===== src/hdl/fpa_pkg.sv =====
// ---------------------------------------------------------------------------
// fpa_pkg: shared types, constants and functions
// Operation codes, status codes, the divider cell record and saturation
// helpers for the fixed-point ALU.
// ---------------------------------------------------------------------------
package fpa_pkg;

  localparam int FracBits = 8;
  localparam int DataW    = 32;
  localparam int NumW     = DataW + FracBits;  // dividend width, one cell per bit
  localparam int RemW     = DataW + 1;

  typedef enum logic [3:0] {
    OpAdd   = 4'd0,
    OpSub   = 4'd1,
    OpMul   = 4'd2,
    OpDiv   = 4'd3,
    OpInc   = 4'd4,
    OpDec   = 4'd5,
    OpMin   = 4'd6,
    OpMax   = 4'd7,
    OpGt    = 4'd8,
    OpLt    = 4'd9,
    OpGe    = 4'd10,
    OpLe    = 4'd11,
    OpEq    = 4'd12,
    OpNe    = 4'd13,
    OpFrInt = 4'd14,
    OpToInt = 4'd15
  } op_e;

  localparam logic [1:0] StOk  = 2'd0;
  localparam logic [1:0] StOvf = 2'd1;
  localparam logic [1:0] StDz  = 2'd2;

  localparam logic [DataW-1:0] MaxVal = {1'b0, {(DataW-1){1'b1}}};
  localparam logic [DataW-1:0] MinVal = {1'b1, {(DataW-1){1'b0}}};

  typedef struct packed {
    logic [DataW-1:0] val;
    logic [1:0]       st;
  } res_t;

  // result of non-divide ops plus divide control, carried along the chain
  typedef struct packed {
    logic             is_div;
    logic             neg;
    logic             dz;
    logic [DataW-1:0] res;
    logic             cmp;
    logic [1:0]       st;
  } side_t;

  typedef struct packed {
    side_t            side;
    logic [RemW-1:0]  rem;
    logic [NumW-1:0]  num;
    logic [NumW-1:0]  quo;
    logic [DataW-1:0] den;
  } div_t;

  // signed magnitude to saturated 32-bit two's complement
  function automatic res_t sat_mag(input logic neg, input logic [63:0] mag);
    res_t        r;
    logic [63:0] t;
    begin
      t    = 64'd0 - mag;
      r.st = StOk;
      if (neg) begin
        if (mag > {32'd0, MinVal}) begin
          r.val = MinVal;
          r.st  = StOvf;
        end else begin
          r.val = t[DataW-1:0];
        end
      end else begin
        if (mag > {32'd0, MaxVal}) begin
          r.val = MaxVal;
          r.st  = StOvf;
        end else begin
          r.val = mag[DataW-1:0];
        end
      end
      return r;
    end
  endfunction

  // 33-bit sum saturated to 32 bits
  function automatic res_t sat_sum(input logic [DataW:0] s);
    res_t r;
    begin
      r.st  = StOk;
      r.val = s[DataW-1:0];
      if (s[DataW] != s[DataW-1]) begin
        r.st  = StOvf;
        r.val = s[DataW] ? MinVal : MaxVal;
      end
      return r;
    end
  endfunction

endpackage


===== src/hdl/fpa_cell.sv =====
// ---------------------------------------------------------------------------
// fpa_cell: one restoring divider cell
// Brings in the next dividend bit, trial-subtracts the divisor and shifts
// one quotient bit in; everything else rides along to the next cell.
// ---------------------------------------------------------------------------
module fpa_cell import fpa_pkg::*; (
  input  logic clk_i,
  input  logic rst_ni,
  input  logic en_i,
  input  logic vld_i,
  input  div_t div_i,
  output logic vld_o,
  output div_t div_o
);

  logic            vld_q;
  div_t            div_q, div_d;
  logic [RemW-1:0] trial;
  logic            ge;

  always_comb begin
    trial     = {div_i.rem[RemW-2:0], div_i.num[NumW-1]};
    ge        = trial >= {1'b0, div_i.den};
    div_d     = div_i;
    div_d.rem = ge ? (trial - {1'b0, div_i.den}) : trial;
    div_d.num = {div_i.num[NumW-2:0], 1'b0};
    div_d.quo = {div_i.quo[NumW-2:0], ge};
  end

  always_ff @(posedge clk_i or negedge rst_ni) begin
    if (!rst_ni) begin
      vld_q <= 1'b0;
    end else if (en_i) begin
      vld_q <= vld_i;
    end
  end

  always_ff @(posedge clk_i) begin
    if (en_i) begin
      div_q <= div_d;
    end
  end

  assign vld_o = vld_q;
  assign div_o = div_q;

endmodule


===== config.mk =====
export PLATFORM = sky130hd
export DESIGN_NAME = fpa_cell
export DESIGN_NICKNAME = d
export VERILOG_FILES = /design/src/hdl/fpa_pkg.sv /design/src/hdl/fpa_cell.sv
export SDC_FILE = /design/constraint.sdc
export NUM_CORES = 1
export LEC_CHECK = 0
export BUFFER_PORTS_ARGS = -buffer_cell sky130_fd_sc_hd__buf_2
export CAP_MARGIN = 40
export CORE_AREA = 5 5 142 144
export DETAILED_ROUTE_END_ITERATION = 6
export DIE_AREA = 0 0 147 149
export PLACE_DENSITY_LB_ADDON = 0.15
export SYNTH_ARGS = -nofsm -noshare
export SYNTH_HDL_FRONTEND = slang
export SYNTH_SLANG_ARGS = --single-unit

===== constraint.sdc =====
create_clock -name clk_i -period 0.95 [get_ports clk_i]
set_input_delay 0.2375 -clock clk_i [delete_from_list [all_inputs] [get_ports clk_i]]
set_output_delay 0.2375 -clock clk_i [all_outputs]
set_load 0.01 [all_outputs]

==> qor.txt, run 1 <==
Status: finished with violations
Failing checks: negative setup slack
Startpoint types: input pin
Vias in the first global route: 7,259
Final wirelength: 28,400 um
Routed Antenna Nets: 0
Area growth from synthesis to layout: 76.9%
Slowest CP cell: o31a_1
Die Ht: 149 um
Top Ports: 371
Rows: 50
Via count: 6,904
Avg Inst Size Synth: 15.0 um^2
Initial antenna violation count: 0
Worst slack, placed: -1.94 ns
Hold Path Class: input pin to register
Total Routing Usage GR: 25.3%
Final Cycle Share: 248%
Max Fanout on Critical Path: 11
Seq/Total Area, Yosys: 70.3%
Die width: 147 um
Pre-antenna DRT Iters: 4
Cell variety after synth: 54
Max Fclk: 425 MHz
Layout Utilization: 74.4%
Layout cell share with drive strength beyond 1: 53.6%
ANT cells: 0
Mapped Area: 7810 um^2
Arrival @ worst endpoint: 2.53 ns
Leakage: 6.20 nW
First-pass GRT wire length: 42,100 um
Number of synthesized register bits: 183
Filler Cell Count: 1,240
Critical setup path kind: input pin to register
Final Slew Violations: 0
MaxCap Viol Count: 0
Starting density of the core: 42.0%
GP Congestion: 0.864
Clock transition at path regs: 0.08 ns
Skew-Pair Late Insertion Delay: 0.43 ns
Post-synth EDFFs: 182
P per Cell Area: 1640 nW/um^2
Final Worst Setup Slack: -1.40 ns
DRC Markers: 0
Worst Skew: 0 ns
H-Tree Depth: 4
Via/cell ratio: 4.82
Clock sink count: 183
Initial DRC count: 292
Critical Path End Type: register
CTS root buf: clkbuf_16
Tot Pwr: 0.0227 W
Asr flop ratio synth: 0.546%
Largest net degree at the start of global routing: 44
Core ar.: 18,600 um^2
Top_reg_cell synth: edfxtp_1
Cells after synthesis: 522
Nets: 1,406
Critical Path RT: 1.13 ns
Min Tclk post-route: 2.35 ns
Die area: 21,900 um^2
Port Buffers: 367
Syn nets: 742
Cell Chain, Critical Path: buf_8, ha_4, nor2b_4, o31a_1, o221a_1, a211o_1, a41o_1, a31o_4, buf_12, mux2_4
Remaining global-route overflow: 0
TritonCTS clock tree: yes
Final Hold Fails: 0
Ys Warns: 0
VDD IR max: 1230 uV
WL per Instance: 19.8 um
Num CTS Buffers: 17
Unrepaired setup endpoints after global routing: yes
Largest stage delay on the critical path: 0.30 ns
Post-DP HPWL: 19,800 um
Final setup vio count: 217
CTS max path bufs: 2
-- cell usage in the layout, fill, tap and decap left out, types with 12 or more instances in the layout --
cell type      count
ha_4              16
a21oi_1           33
dlygate4sd3_1    143
inv_1             31
buf_6             14
a21oi_2           12
buf_4            132
clkbuf_16         17
ha_1              15
a21o_1            14
xnor2_1           17
nand2_1           15
mux2_4            13
buf_12            12
buf_2            350
edfxtp_1         182
-- metal layers --
metal  vias to the layer above  routed length, um  GRT usage (%)
li1                       3292                  -              -
met1                      3291              10900           29.0
met2                       270              15000           46.5
met3                        51               1580           5.29
met4                         0               1010           9.60
met5                         -                  0              0
-- registers in the layout, indices dropped and copies added, names as in the netlist --
name / count
vld_o: 1
div_o: 182
-- kinds of logic after synthesis --
group                    synth area share (%)
XOR/XNOR                                 3.03
adder cells (fa/ha/maj)                  5.38
AND/OR/NAND/NOR                          5.65
AO/OA/AOI/OAI                            10.2
flip-flops                               70.3
buffers and inverters                    3.33
multiplexers                             2.07
other                                  0.0480
-- timing repair --
item	in CTS	in global routing
gates resized for setup	70	32
pin swaps	7	7
hold endpoints to repair	143	0
endpoints found under the setup margin	217	217
hold buffers	143	0
setup buffers	5	2
gates cloned	4	0
-- where the power goes --
group | leakage (nW) | total (W) | switching (W) | internal (W)
registers | 1.79 | 0.00997 | 0.000212 | 0.00976
logic | 4.11 | 0.00544 | 0.00256 | 0.00288
clock network | 0.301 | 0.00725 | 0.00362 | 0.00362
-- cells in the mapped netlist, types with 2 or more instances --
library cell	number	area, um^2
buf_6	2	22.5
o21ai_1	2	10.0
nand3_1	11	55.1
nand4_1	3	18.8
ha_1	32	400
o21a_1	4	30.0
or2_2	3	18.8
nor3_1	8	40.0
a21oi_1	46	230
edfxtp_1	182	5470
buf_2	5	25.0
clkbuf_1	4	15.0
xor2_1	10	87.6
nor2b_1	3	18.8
nand2_1	15	56.3
xnor2_1	17	149
and2_1	7	43.8
a41oi_1	2	17.5
a21o_1	14	105
inv_1	41	154
o21ai_0	14	70.1
a31oi_1	3	18.8
nand2b_1	6	37.5
o21bai_1	7	52.6
a41o_1	3	30.0
a21boi_0	2	15.0
a211o_1	2	17.5
a21o_2	2	17.5
nor2_1	28	105
o221a_1	2	22.5
buf_4	2	15.0
and3_1	4	25.0
mux2_1	12	135
a211oi_1	4	30.0
-- area by class of cell --
cell class | count | area [um^2] | share of cell area, %
clock buffers | 17 | 425 | 3.08
clock inverters | 15 | 195 | 1.41
inverters | 42 | 170 | 1.23
multi-input cells | 283 | 2520 | 18.3
flip-flops and latches | 183 | 5490 | 39.7
well taps | 234 | 293 | 2.12
repair buffers | 659 | 4720 | 34.2
-- stage by stage --
stage | hold WS, ns | TNS [ns] | instance area, um^2 | instances
final | 0.0286 | -88.82 | 13800 | 1433
after global routing | 0.0132 | -98.00 | 13800 | 1433
after CTS | 0.00535 | -90.85 | 13700 | 1433
after detailed placement | 0.0140 | -66.63 | 11200 | 1249
after global placement | 0.0132 | -64.91 | 11200 | 1249
after floorplan | -0.0581 | -51.69 | 8080 | 522
-- worst paths after layout --
check	startpoint	to	slack [ns]	depth (start not counted)
max	div_i[112]	div_o[130]$_DFFE_PP_	-1.40	10
min	div_i[18]	div_o[18]$_DFFE_PP_	0.03	1
max reg2reg	vld_o$_DFFE_PN0P_	vld_o$_DFFE_PN0P_	0.16	1
min reg2reg	vld_o$_DFFE_PN0P_	vld_o$_DFFE_PN0P_	0.58	1
max in group asynchronous	rst_ni	vld_o$_DFFE_PN0P_	0.76	2
min in group asynchronous	rst_ni	vld_o$_DFFE_PN0P_	0.11	2
-- critical path, delay by kind of cell --
kind / cells / cell delay (ns)
and+or+nand+nor: 1 / 0.12
adders and majority gates: 1 / 0.23
muxes: 1 / 0.30
buffers and inverters: 2 / 0.28
AOI/OAI and AO/OA: 5 / 1.35
(Power assumes the default switching activity.)
==> run 2, diff against run 1 <==
--- a/config.mk
+++ b/config.mk
@@ -5,11 +5,11 @@
 export SDC_FILE = /design/constraint.sdc
 export NUM_CORES = 1
 export LEC_CHECK = 0
-export BUFFER_PORTS_ARGS = -buffer_cell sky130_fd_sc_hd__buf_2
+export BUFFER_PORTS_ARGS = -buffer_cell sky130_fd_sc_hd__clkbuf_2
 export CAP_MARGIN = 40
-export CORE_AREA = 5 5 142 144
+export CORE_AREA = 2 2 143 145
 export DETAILED_ROUTE_END_ITERATION = 6
-export DIE_AREA = 0 0 147 149
+export DIE_AREA = 0 0 145 147
 export PLACE_DENSITY_LB_ADDON = 0.15
 export SYNTH_ARGS = -nofsm -noshare
 export SYNTH_HDL_FRONTEND = slang
==> qor.txt, run 2 (synthesis gave the netlist of run 1 again) <==
Status: finished with violations
Failing checks: negative setup slack
Combinational share of power: 23.9%
GP Congestion: 0.841
Worst r2r src: vld_o$_DFFE_PN0P_
Port Buffers: 367
Die area: 21,300 um^2
Final Worst Setup Slack: -1.35 ns
Unrepaired setup endpoints after global routing: yes
Final Hold Fails: 0
CTS root buf: clkbuf_16
Clock sink count: 183
Worst Hold End: div_o[27]$_DFFE_PP_
Most common cell after layout, fill and taps aside: clkbuf_2
Remaining global-route overflow: 0
Worst slack, placed: -1.86 ns
Final Slew Violations: 0
Tot Pwr: 0.0224 W
P_int: 0.0162 W
First-pass GRT wire length: 39,500 um
Sequential group share of total power: 44.6%
DRC Markers: 0
Area growth from synthesis to layout: 76.5%
Hold Path Class: input pin to register
Leakage: 6.26 nW
H-Tree Depth: 4
Routed Antenna Nets: 0
Max reg flops: 182
Min-delay src: div_i[27]
Clock transition at path regs: 0.07 ns
Hold Path Depth: 1
Buf+Inv Stages, Crit Path: 2
Die width: 145 um
Layout cell share with drive strength beyond 1: 53.6%
Filler Cell Count: 1,413
Startpoint types: input pin
Largest stage delay on the critical path: 0.30 ns
VDD IR max: 1200 uV
Vias in the first global route: 7,006
Reg-to-reg endpoint: vld_o$_DFFE_PN0P_
Core ar.: 19,800 um^2
Final wirelength: 26,100 um
Crit-path leading delay family: compound AO/OA/AOI/OAI gates
Largest net degree at the start of global routing: 37
Skew-Pair Late Insertion Delay: 0.43 ns
Min Tclk post-route: 2.30 ns
P per Cell Area: 1620 nW/um^2
Max Fanout on Critical Path: 7
Arrival @ worst endpoint: 2.48 ns
Pre-antenna DRT Iters: 5
Post-DP HPWL: 17,800 um
Max Fclk: 434 MHz
Sw frac: 27.8%
WL per Instance: 17.7 um
Num CTS Buffers: 17
Cell Chain, Critical Path: buf_8, ha_4, nor2b_4, o31a_1, o221a_1, a211o_1, a41o_1, a31o_4, buf_12, mux2_4
TritonCTS clock tree: yes
Initial antenna violation count: 2
Placed Instance Area: 11,200 um^2
Fin Hold WS: 0.0184 ns
Critical setup path kind: input pin to register
Clock power frac: 31.5%
Depth of the most critical reg-to-reg path: 2
Total Routing Usage GR: 24.0%
Nets: 1,410
Die Ht: 147 um
MaxCap Viol Count: 0
Final Cycle Share: 242%
Starting density of the core: 39.4%
Via count: 6,920
Critical Path End Type: register
Via/cell ratio: 4.69
Final setup vio count: 217
Commonest non-fill, non-tap cells in the layout: 341 x clkbuf_2, 182 x edfxtp_1, 139 x dlygate4sd3_1, 139 x buf_4, 36 x inv_1
Worst Skew: 0 ns
Initial DRC count: 310
Critical Path RT: 1.13 ns
Slowest CP cell: o31a_1
Top Ports: 371
Net switching power: 0.00622 W
Post-route setup TNS: -85.99 ns
Rows: 52
Fin area: 13,800 um^2
CTS max path bufs: 2
R2R setup slack: 0.04 ns
[run 2: cell types whose count changed in the layout (fill, tap and decap cells not counted), sizes merged]
cell         before  now
clkbuf           18  361
buf             514  181
clkinv            9    5
dlygate4sd3     143  139
inv              48   51
bufbuf            1    0
diode             0    1
[run 2: layout make-up]
| type | count | area, um^2 | area share (%) |
|---|---|---|---|
| clock buffer | 18 | 429 | 3.11 |
| inverter | 42 | 170 | 1.23 |
| clock inverter | 14 | 150 | 1.09 |
| antenna | 1 | 2.50 | 0.0181 |
| multi-input combinational | 283 | 2560 | 18.6 |
| tap | 270 | 338 | 2.45 |
| sequential | 183 | 5490 | 39.8 |
| timing repair buffer | 663 | 4650 | 33.7 |
[run 2: how the worst max path moves through the flow]
stage                from  depth (start not counted)  slack [ns]                   end
2_1_floorplan  div_i[126]                         11       -1.69  div_o[144]$_DFFE_PP_
3_3_place_gp     div_i[1]                         12       -1.84  div_o[143]$_DFFE_PP_
3_5_place_dp    div_i[13]                         11       -1.86  div_o[144]$_DFFE_PP_
4_1_cts         div_i[15]                         12       -1.36  div_o[144]$_DFFE_PP_
5_1_grt        div_i[111]                         13       -1.41  div_o[144]$_DFFE_PP_
6_report       div_i[112]                         10       -1.35  div_o[119]$_DFFE_PP_
[run 2: power by group through the flow]
stage	clock network (W)	registers (W)	logic (W)
6_report	0.00705	0.00999	0.00534
5_1_grt	0.00752	0.0101	0.00574
4_1_cts	0.00717	0.00997	0.00509
3_5_place_dp	0	0.0101	0.00432
3_3_place_gp	0	0.0101	0.00429
2_1_floorplan	0	0.0106	0.00160
[run 2: timing repair]
item / CTS / global route
endpoints found under the setup margin: 217 / 217
buffers inserted: 7 / 9
hold buffers: 138 / 1
endpoints found under the hold margin: 138 / 1
pin swaps: 2 / 13
gates cloned: 2 / 1
gates resized for setup: 50 / 81
[run 2: metal layers]
metal / vias up / share of wire, % / GRT usage (%)
li1: 3308 / - / -
met1: 3293 / 38 / 28.2
met2: 273 / 53 / 42.9
met3: 44 / 5.8 / 5.56
met4: 2 / 3.3 / 9.60
met5: - / 0.042 / 0
[run 2: per-stage QoR]
step	cells	util [%]
finish	1474	69.5
global route	1474	69.5
CTS	1465	67.9
detailed placement	1286	56.4
global placement	1286	56.4
floorplan	522	-
