<file path="src/hdl/fpa_pkg.sv">
// ---------------------------------------------------------------------------
// fpa_pkg: shared types, constants and functions
// Operation codes, status codes, the divider cell record and saturation
// helpers for the fixed-point ALU.
// ---------------------------------------------------------------------------
package fpa_pkg;

  localparam int FracBits = 8;
  localparam int DataW    = 32;
  localparam int NumW     = DataW + FracBits;  // dividend width, one cell per bit
  localparam int RemW     = DataW + 1;

  typedef enum logic [3:0] {
    OpAdd   = 4'd0,
    OpSub   = 4'd1,
    OpMul   = 4'd2,
    OpDiv   = 4'd3,
    OpInc   = 4'd4,
    OpDec   = 4'd5,
    OpMin   = 4'd6,
    OpMax   = 4'd7,
    OpGt    = 4'd8,
    OpLt    = 4'd9,
    OpGe    = 4'd10,
    OpLe    = 4'd11,
    OpEq    = 4'd12,
    OpNe    = 4'd13,
    OpFrInt = 4'd14,
    OpToInt = 4'd15
  } op_e;

  localparam logic [1:0] StOk  = 2'd0;
  localparam logic [1:0] StOvf = 2'd1;
  localparam logic [1:0] StDz  = 2'd2;

  localparam logic [DataW-1:0] MaxVal = {1'b0, {(DataW-1){1'b1}}};
  localparam logic [DataW-1:0] MinVal = {1'b1, {(DataW-1){1'b0}}};

  typedef struct packed {
    logic [DataW-1:0] val;
    logic [1:0]       st;
  } res_t;

  // result of non-divide ops plus divide control, carried along the chain
  typedef struct packed {
    logic             is_div;
    logic             neg;
    logic             dz;
    logic [DataW-1:0] res;
    logic             cmp;
    logic [1:0]       st;
  } side_t;

  typedef struct packed {
    side_t            side;
    logic [RemW-1:0]  rem;
    logic [NumW-1:0]  num;
    logic [NumW-1:0]  quo;
    logic [DataW-1:0] den;
  } div_t;

  // signed magnitude to saturated 32-bit two's complement
  function automatic res_t sat_mag(input logic neg, input logic [63:0] mag);
    res_t        r;
    logic [63:0] t;
    begin
      t    = 64'd0 - mag;
      r.st = StOk;
      if (neg) begin
        if (mag > {32'd0, MinVal}) begin
          r.val = MinVal;
          r.st  = StOvf;
        end else begin
          r.val = t[DataW-1:0];
        end
      end else begin
        if (mag > {32'd0, MaxVal}) begin
          r.val = MaxVal;
          r.st  = StOvf;
        end else begin
          r.val = mag[DataW-1:0];
        end
      end
      return r;
    end
  endfunction

  // 33-bit sum saturated to 32 bits
  function automatic res_t sat_sum(input logic [DataW:0] s);
    res_t r;
    begin
      r.st  = StOk;
      r.val = s[DataW-1:0];
      if (s[DataW] != s[DataW-1]) begin
        r.st  = StOvf;
        r.val = s[DataW] ? MinVal : MaxVal;
      end
      return r;
    end
  endfunction

endpackage

</file>
<file path="src/hdl/fpa_back.sv">
// ---------------------------------------------------------------------------
// fpa_back: quotient rounding and output register
// Rounds the quotient half away from zero, saturates it and selects the
// final result.
// ---------------------------------------------------------------------------
module fpa_back import fpa_pkg::*; (
  input  logic             clk_i,
  input  logic             rst_ni,
  input  logic             en_i,
  input  logic             vld_i,
  input  div_t             div_i,
  output logic             vld_o,
  output logic [DataW-1:0] res_o,
  output logic             cmp_o,
  output logic [1:0]       st_o
);

  logic             vld_q;
  logic [DataW-1:0] res_q;
  logic             cmp_q;
  logic [1:0]       st_q;
  logic             up;
  logic [63:0]      qr;
  res_t             r;

  always_comb begin
    // remainder at least half the divisor rounds the magnitude up
    up = {div_i.rem, 1'b0} >= {2'b00, div_i.den};
    qr = 64'(div_i.quo) + 64'(up);
    r  = sat_mag(div_i.side.neg, qr);
    if (!div_i.side.is_div || div_i.side.dz) begin
      r.val = div_i.side.res;
      r.st  = div_i.side.st;
    end
  end

  always_ff @(posedge clk_i or negedge rst_ni) begin
    if (!rst_ni) begin
      vld_q <= 1'b0;
    end else if (en_i) begin
      vld_q <= vld_i;
    end
  end

  always_ff @(posedge clk_i) begin
    if (en_i) begin
      res_q <= r.val;
      st_q  <= r.st;
      cmp_q <= div_i.side.cmp;
    end
  end

  assign vld_o = vld_q;
  assign res_o = res_q;
  assign cmp_o = cmp_q;
  assign st_o  = st_q;

endmodule

</file>
<file path="config.mk">
export PLATFORM = sky130hd
export DESIGN_NAME = fpa_back
export DESIGN_NICKNAME = d
export VERILOG_FILES = /design/src/hdl/fpa_pkg.sv /design/src/hdl/fpa_back.sv
export SDC_FILE = /design/constraint.sdc
export NUM_CORES = 1
export LEC_CHECK = 0
export ABC_AREA = 1
export BUFFER_PORTS_ARGS = -buffer_cell sky130_fd_sc_hd__buf_2
export CORE_MARGIN = 5
export CORE_UTILIZATION = 36
export CTS_CLUSTER_DIAMETER = 50
export DETAILED_ROUTE_END_ITERATION = 10
export PLACE_DENSITY_LB_ADDON = 0.3
export SYNTH_ARGS = -nofsm -noshare
export SYNTH_HDL_FRONTEND = slang
export SYNTH_SLANG_ARGS = --single-unit
</file>
<file path="constraint.sdc">
create_clock -name clk_i -period 0.8 [get_ports clk_i]
set_clock_uncertainty 0.15 [all_clocks]
set_input_delay 0.2 -clock clk_i [delete_from_list [all_inputs] [get_ports clk_i]]
set_output_delay 0.2 -clock clk_i [all_outputs]
set_load 0.1 [all_outputs]
</file>
==> results of run 1 <==
[timing repair]
action                                  in CTS  in global routing
hold endpoints to repair                     2                  1
pin swaps                                   34                 63
endpoints found under the setup margin      71                 71
cloned                                       4                  2
gates resized for setup                     65                108
buffers inserted                            12                 10
[cell usage in the layout, fill, tap and decap left out, types with 15 or more instances in the layout]
master	instances
sky130_fd_sc_hd__buf_12	45
sky130_fd_sc_hd__nand2_2	44
sky130_fd_sc_hd__buf_2	142
sky130_fd_sc_hd__nand3_2	46
sky130_fd_sc_hd__ha_1	20
sky130_fd_sc_hd__nand2_4	15
sky130_fd_sc_hd__nor2_4	21
sky130_fd_sc_hd__edfxtp_1	35
sky130_fd_sc_hd__nand4_1	17
sky130_fd_sc_hd__nor2_1	79
sky130_fd_sc_hd__buf_4	174
sky130_fd_sc_hd__nor2_2	26
sky130_fd_sc_hd__nand2_1	343
sky130_fd_sc_hd__inv_1	100
sky130_fd_sc_hd__xor2_1	18
sky130_fd_sc_hd__nand3_1	67
[state kept, by name, indices dropped and copies added (netlist names)]
signal,cells
st_o,2
vld_o,1
res_o,32
cmp_o,1
[through the flow]
step / total power (uW) / std cells / hold slack [ns] / utilization (%)
2_1_floorplan: 4935 / 964 / -0.2456 / -
3_3_place_gp: 7046 / 1512 / -0.1746 / 55.82
3_5_place_dp: 7101 / 1512 / -0.1739 / 55.82
4_1_cts: 9115 / 1537 / -0.05332 / 60.08
5_1_grt: 9817 / 1546 / -0.04729 / 63.33
6_report: 9371 / 1546 / -0.04978 / 63.33
[cell usage after synthesis, drive strengths merged]
cell         count  area share, %
ha              35            7.6
xnor2            5           0.76
o21bai           2           0.26
nand2          403             28
and3             1           0.11
o221ai           1           0.15
or2              1           0.11
o2111ai          1           0.15
dlygate4sd1      1           0.15
mux2             1           0.20
clkbuf           7           0.46
nand4           17            1.8
nor3             7           0.61
xor2            19            2.9
a211o            1           0.15
a21oi           16            1.5
nor2           131             12
nand3          118             11
dfrtp            1           0.43
edfxtp          35             18
a211oi           2           0.26
nand3b           7           0.91
buf             16            2.2
inv            119            7.8
o211ai           2           0.26
o21ai           10           0.87
and2             5           0.54
[power breakdown]
group	switching [uW]	internal, uW	total, uW
clock	692	1140	1840
combinational	2950	2150	5100
sequential	140	2290	2430
[how the worst min path moves through the flow]
stage	slack, ns	from	end
detailed placement	-0.17	rst_ni	vld_o
finish	-0.05	div_i[147]	cmp_o
floorplan	-0.25	rst_ni	vld_o
CTS	-0.05	div_i[147]	cmp_o
global route	-0.05	div_i[147]	cmp_o
global placement	-0.17	rst_ni	vld_o
[routing by layer]
layer / global-route usage, % / up-vias / part of all wire (%)
li1: - / 3795 / -
met4: 6.383 / 0 / 2.6
met5: 0 / - / 0
met3: 1.813 / 42 / 5.6
met1: 27.59 / 3320 / 43
met2: 36.12 / 235 / 49
[final cells by class]
class	count	area (sq um)	share of cell area, %
Inverter	119	469.2	4.698
Clock buffer	7	132.6	1.328
Tap cell	216	270.3	2.706
Sequential cell	36	1080	10.81
Clock inverter	1	3.754	0.03758
Timing Repair Buffer	381	3209	32.13
Multi-Input combinational cell	786	4822	48.28
[logic make-up (layout without fill, tap and decap cells)]
group / Yosys count / after routing / synth area share (%)
adder cells (fa/ha/maj): 35 / 35 / 7.604
buffers and inverters: 143 / 508 / 10.60
multiplexers: 1 / 1 / 0.1955
AND/OR/NAND/NOR: 690 / 691 / 55.70
AO/OA/AOI/OAI: 35 / 35 / 3.563
flip-flops: 36 / 36 / 18.68
XOR/XNOR: 24 / 24 / 3.650
==> summary.md, run 1 <==
| Metric | Value |
|---|---|
| Outcome | `complete, but fails checks` |
| Violated checks | `negative hold slack, negative setup slack` |
| Number of buffers created by CTS | `5` |
| Worst reg2reg setup slack | `-0.22 ns` |
| Average wire length per cell after detail routing | `13.43 microns` |
| Leakage power total | `0.005064 uW` |
| Drt drc | `0` |
| CTS Hold Buffers Added | `1` |
| Final #Nets | `1551` |
| Starting utilization of the core area | `36.52%` |
| Dominant delay contributor by cell family on the critical path | `simple AND/OR/NAND/NOR gates` |
| Layout Area Growth over Synthesis | `73.41%` |
| Reg2reg start | `vld_o` |
| Setup violations, final | `71` |
| Buffer depth of the longest clock path | `2` |
| Max-cap check violation count | `0` |
| Worst reg-to-reg path cell count | `1` |
| Largest fanout on the critical path | `4` |
| PnR worst setup slack | `-2.737 ns` |
| Router iterations before antenna repair | `5` |
| Die outline width | `136.5 microns` |
| Count of final max-slew check failures | `0` |
| Worst setup slack after placement | `-3.283 ns` |
| Standard-cell row count | `46` |
| Tightest slew margin relative to the limit | `72.96%` |
| Pwr per Cell Area | `938.3 nW/um^2` |
| Critical path depth in cells | `30` |
| Root cell of the clock tree | `sky130_fd_sc_hd__clkbuf_16` |
| Number of buffers inserted by port buffering | `182` |
| Worst path slowest cell | `sky130_fd_sc_hd__a211o_1` |
| Antenna-violating nets left | `0` |
| Maximum number of pins on one net before global-route repair | `23` |
| Initial antenna violation count | `0` |
| Share of post-route cells with drive strength above 1 | `45.19%` |
| CTS tree | `done` |
| Flip-flop and latch count after synthesis | `36` |
| Placeable core region | `15770 sq um` |
| Final wirelength | `20760 microns` |
| Start point of the critical path | `div_i[3]` |
| Worst supply voltage drop on vdd | `0.0008009 V` |
| Number of nets produced by synthesis | `1186` |
| Buffers and inverters on the worst path | `7` |
| Vias post-DR | `7392` |
| Maximum operating frequency | `282.7 MHz` |
| Initial DRC Count | `436` |
| Slew @ Worst Pin | `0.4042 ns` |
| Post-detailed-placement cell area | `8803 sq um` |
| Worst hold path stage count | `1` |
| Maximum cell stage delay along the critical path | `0.26 ns` |
| Overall die area | `18630 sq um` |
| Capture point of the worst path | `res_o[18]` |
| Boundary pin count | `223` |
| Worst Hold Class | `input pin to register` |
| Clock period minus worst slack | `3.537 ns` |
| Chip Height | `136.5 microns` |
| Worst hold margin | `-0.04978 ns` |
| DR vias/cell | `4.781` |
| Unrepaired setup endpoints after global routing | `true` |
| Critical path type | `input pin to register` |
| Post-synthesis sequential area ratio | `18.68%` |
| Summed area of non-filler cells in the final layout | `9987 sq um` |
| Htree depth | `2` |
| Final worst-path cycle share | `442.2%` |
| Cell variety after synth | `40` |
| Number of antenna repair diodes | `0` |
| Critical Path RT | `0.69 ns` |
| Number of global-route vias before repair | `7079` |
| Sinks on the clock net | `36` |
| Global placer's final weighted congestion | `0.9044` |
| Terminus of the critical flop-to-flop path | `vld_o` |
| Clock Latency Late Sink | `0.28 ns` |
| Mapped cell area | `5759 sq um` |
| Total Neg Setup Slack | `-104.61 ns` |
| Final hold viol count | `1` |
| First-pass GRT wire length | `32270 microns` |
| Data arrival, critical path | `3.42 ns` |
| Total of warnings raised by yosys | `0` |
| Syn avg cell area | `5.974 sq um` |
| Clock-pin transition on the worst setup and hold timing paths | `0.05 ns` |
| Fillers | `1417` |
| Overflow left after global routing | `0` |
| Startpoint Class | `input pin` |
| Crit end category | `register` |
| Most repeated library cell on the critical path | `sky130_fd_sc_hd__nand2_1` |
| Synthesized instance count | `964` |
| Overall routing resource usage | `20.90%` |
| Detailed-placement wirelength estimate | `16240 microns` |
Power figures use the tool's default switching activity.
==> inputs of run 2 (changes only) <==
--- a/config.mk
+++ b/config.mk
@@ -5,7 +5,7 @@
 export SDC_FILE = /design/constraint.sdc
 export NUM_CORES = 1
 export LEC_CHECK = 0
-export ABC_AREA = 1
+export ABC_AREA = 0
 export BUFFER_PORTS_ARGS = -buffer_cell sky130_fd_sc_hd__buf_2
 export CORE_MARGIN = 5
 export CORE_UTILIZATION = 36
==> summary.md, run 2 <==
| Metric | Value |
|---|---|
| Outcome | `complete, but fails checks` |
| Violated checks | `negative hold slack, negative setup slack` |
| Number of buffers inserted by port buffering | `182 (unchanged)` |
| Count of non-filler cells in the finished layout | `1117 (-28%)` |
| Global routing met3 resource utilization | `3.902% (+2.1 points)` |
| Maximum operating frequency | `215.6 MHz (-24%)` |
| Commonest register cell after synthesis | `sky130_fd_sc_hd__edfxtp_1` |
| Leakage power total | `0.003997 uW (-21%)` |
| Unrepaired setup endpoints after global routing | `true` |
| Buffer depth of the longest clock path | `2 (unchanged)` |
| Met1 layer usage reported by global route | `27.96% (+0.37 points)` |
| Syn avg cell area | `8.046 sq um (+35%)` |
| Ranking of synthesized cells by area | `sky130_fd_sc_hd__edfxtp_1 (22%), sky130_fd_sc_hd__ha_1 (9.3%), sky130_fd_sc_hd__xnor2_1 (4.8%)` |
| Commonest cells in the netlist | `sky130_fd_sc_hd__nand2_1 (50), sky130_fd_sc_hd__inv_1 (42), sky130_fd_sc_hd__nor2_1 (39)` |
| Post-synthesis sequential area ratio | `22.78% (+4.1 points)` |
| Maximum number of pins on one net before global-route repair | `30 (+30%)` |
| Post-synth EDFFs | `35 (unchanged)` |
| Overall routing resource usage | `22.40% (+1.5 points)` |
| Number of global-route vias before repair | `6082 (-14%)` |
| Data arrival, critical path | `4.64 ns (+1.22 ns)` |
| Router iterations before antenna repair | `6 (+1)` |
| Critical path type | `input pin to register` |
| Most Crowded Layer GR | `met2` |
| Final wirelength | `18650 microns (-10%)` |
| Post-detailed-placement cell area | `7787 sq um (-12%)` |
| First-pass GRT wire length | `29410 microns (-8.9%)` |
| Startpoint Class | `input pin` |
| Clock-pin transition on the worst setup and hold timing paths | `0.05 ns (about the same)` |
| Fraction of registers with async set or reset after synthesis | `2.778% (unchanged)` |
| M2 GR Usage | `39.73% (+3.6 points)` |
| CTS tree | `done` |
| Starting utilization of the core area | `37.13% (+0.61 points)` |
| Leading cell type in the layout, fill and taps excluded | `sky130_fd_sc_hd__buf_4` |
| Initial DRC Count | `515 (+18%)` |
| Chip Height | `124.5 microns (-8.7%)` |
| Standard-cell row count | `41 (-11%)` |
| Count of final max-slew check failures | `0 (unchanged)` |
| Share of post-route cells with drive strength above 1 | `52.44% (+7.2 points)` |
| Clock Latency Late Sink | `0.28 ns (about the same)` |
| Number of buffers created by CTS | `5 (unchanged)` |
| Synthesized instance count | `587 (-39%)` |
| Flip-flop and latch count after synthesis | `36 (unchanged)` |
| Final hold viol count | `1 (unchanged)` |
| Root cell of the clock tree | `sky130_fd_sc_hd__clkbuf_16` |
| Area share of the largest cell type after synthesis | `22.25% (-1.9 points)` |
| Overall die area | `15510 sq um (-17%)` |
| Crit end category | `register` |
| Overflow left after global routing | `0 (unchanged)` |
| Drt drc | `0 (unchanged)` |
| Slew @ Worst Pin | `0.5063 ns (+0.1022 ns)` |
| Layout Area Growth over Synthesis | `83.15%` |
| Critical Path RT | `0.80 ns (+0.11 ns)` |
| Commonest cells after routing, fill and taps aside | `sky130_fd_sc_hd__buf_4 (172), sky130_fd_sc_hd__buf_2 (137), sky130_fd_sc_hd__nand2_1 (47), sky130_fd_sc_hd__buf_12 (41), sky130_fd_sc_hd__inv_1 (37)` |
| Final #Nets | `1165 (-25%)` |
| Pwr per Cell Area | `1072 nW/um^2 (+14%)` |
| Max reg flops | `32 (unchanged)` |
| Placeable core region | `12720 sq um (-19%)` |
| Detailed-placement wirelength estimate | `14880 microns (-8.4%)` |
| Worst Hold Class | `input pin to register` |
| Fillers | `1010 (-29%)` |
| Number of nets produced by synthesis | `809 (-32%)` |
| Worst supply voltage drop on vdd | `0.0008205 V (+2.4%)` |
| Sinks on the clock net | `36 (unchanged)` |
| DR vias/cell | `5.406 (+13%)` |
| Boundary pin count | `223 (unchanged)` |
| Vias post-DR | `6039 (-18%)` |
| PnR worst setup slack | `-3.838 ns (-1.101 ns)` |
| Die outline width | `124.5 microns (-8.7%)` |
| Summed area of non-filler cells in the final layout | `8651 sq um (-13%)` |
| Max-cap check violation count | `0 (unchanged)` |
| Number of placed instances with taps included | `1083 (-28%)` |
| Tightest slew margin relative to the limit | `65.93% (-7.0 points)` |
| Average wire length per cell after detail routing | `16.70 microns (+24%)` |
| Largest area contributor in the synthesized netlist | `sky130_fd_sc_hd__edfxtp_1` |
| Mapped cell area | `4723 sq um (-18%)` |
| CTS Hold Buffers Added | `1 (unchanged)` |
| Htree depth | `2 (unchanged)` |
| Worst hold margin | `-0.05699 ns (-0.007207 ns)` |
| Largest fanout on the critical path | `8 (+4)` |
| Cell variety after synth | `74 (+85%)` |
| Most repeated cell in the gate-level netlist after synthesis | `sky130_fd_sc_hd__nand2_1` |
| Setup violations, final | `71 (unchanged)` |
| Clock period minus worst slack | `4.638 ns (+1.101 ns)` |
| Initial antenna violation count | `1 (+1)` |
| Overall power | `9270 uW (-1.1%)` |
| Global placer's final weighted congestion | `0.9148 (+1.1%)` |
| Final worst-path cycle share | `579.8% (+140 points)` |
| Total of warnings raised by yosys | `0 (unchanged)` |
| Antenna-violating nets left | `0 (unchanged)` |
run 2: changes by cell type after synthesis, sizes merged, moves of 17 or more:
cell	delta
nor2	-92
nand3	-86
a21o	+17
nand2	-352
o21ai	+22
xnor2	+21
inv	-77
run 2: stage by stage:
step	setup WS [ns]	TNS [ns]	hold slack [ns]	utilization, %
6_report	-3.838	-139.05	-0.05699	68.00
3_3_place_gp	-4.122	-146.30	-0.1757	61.21
5_1_grt	-4.053	-147.26	-0.05723	68.00
4_1_cts	-3.784	-139.17	-0.05833	65.42
2_1_floorplan	-3.835	-138.76	-0.2456	-
3_5_place_dp	-4.276	-151.88	-0.1722	61.21
run 2: path summary, 6_finish.rpt:
check	cells after the start	from	to	slack [ns]
min in group asynchronous	2	rst_ni	vld_o	0.08
hold reg to reg	1	vld_o	vld_o	0.45
setup / recovery	23	div_i[3]	res_o[30]	-3.84
max in group asynchronous	2	rst_ni	vld_o	0.32
hold / removal	1	div_i[147]	cmp_o	-0.06
setup reg to reg	1	vld_o	vld_o	-0.21
run 2: cells by family after synthesis:
group                    synth area share [%]
XOR/XNOR                                8.901
multiplexers                            1.536
AND/OR/NAND/NOR                         28.64
flip-flops                              22.78
buffers and inverters                   6.808
AO/OA/AOI/OAI                           22.07
adder cells (fa/ha/maj)                 9.272
run 2: final cells by class:
type / instances / area (sq um) / area share, %
Clock buffer: 8 / 156.4 / 1.808
Multi-Input combinational cell: 479 / 3851 / 44.52
Inverter: 42 / 177.7 / 2.054
Antenna cell: 1 / 2.502 / 0.02893
Sequential cell: 36 / 1080 / 12.48
Tap cell: 172 / 215.2 / 2.488
Timing Repair Buffer: 379 / 3168 / 36.62
run 2: routing by layer:
metal	routed length (microns)	up-vias
met3	1445	39
met1	7438	2793
met4	426	0
met2	9343	296
li1	-	2911
met5	0	-
run 2: what timing repair did:
| action | in CTS | in global routing |
|---|---|---|
| hold endpoints to repair | 2 | 1 |
| resized for setup | 46 | 56 |
| gates cloned | 2 | 2 |
| setup buffers | 13 | 8 |
| endpoints found under the setup margin | 71 | 71 |
| pin swaps | 28 | 32 |
run 2: critical path, cell delays in order:
cell	delay [ns]
sky130_fd_sc_hd__buf_6	0.08
sky130_fd_sc_hd__inv_4	0.03
sky130_fd_sc_hd__ha_4	0.25
sky130_fd_sc_hd__nand4_1	0.13
sky130_fd_sc_hd__nor2_1	0.16
sky130_fd_sc_hd__a211oi_2	0.05
sky130_fd_sc_hd__o21a_1	0.16
sky130_fd_sc_hd__o21a_1	0.16
sky130_fd_sc_hd__o21ai_1	0.11
sky130_fd_sc_hd__a21oi_1	0.09
sky130_fd_sc_hd__o31ai_1	0.27
sky130_fd_sc_hd__ha_2	0.30
sky130_fd_sc_hd__buf_12	0.12
sky130_fd_sc_hd__nand2_4	0.07
sky130_fd_sc_hd__or4_4	0.66
sky130_fd_sc_hd__nor4_4	0.19
sky130_fd_sc_hd__mux2i_1	0.13
sky130_fd_sc_hd__a211oi_2	0.30
sky130_fd_sc_hd__nand2_2	0.11
sky130_fd_sc_hd__buf_4	0.16
sky130_fd_sc_hd__or4_1	0.56
sky130_fd_sc_hd__a21oi_2	0.17
sky130_fd_sc_hd__o32a_1	0.18
run 2: power by group:
| part | internal (uW) | switching, uW | total, uW |
|---|---|---|---|
| clock | 1330 | 749 | 2070 |
| sequential | 2290 | 149 | 2440 |
| combinational | 2080 | 2670 | 4750 |
| total | 5700 | 3570 | 9270 |
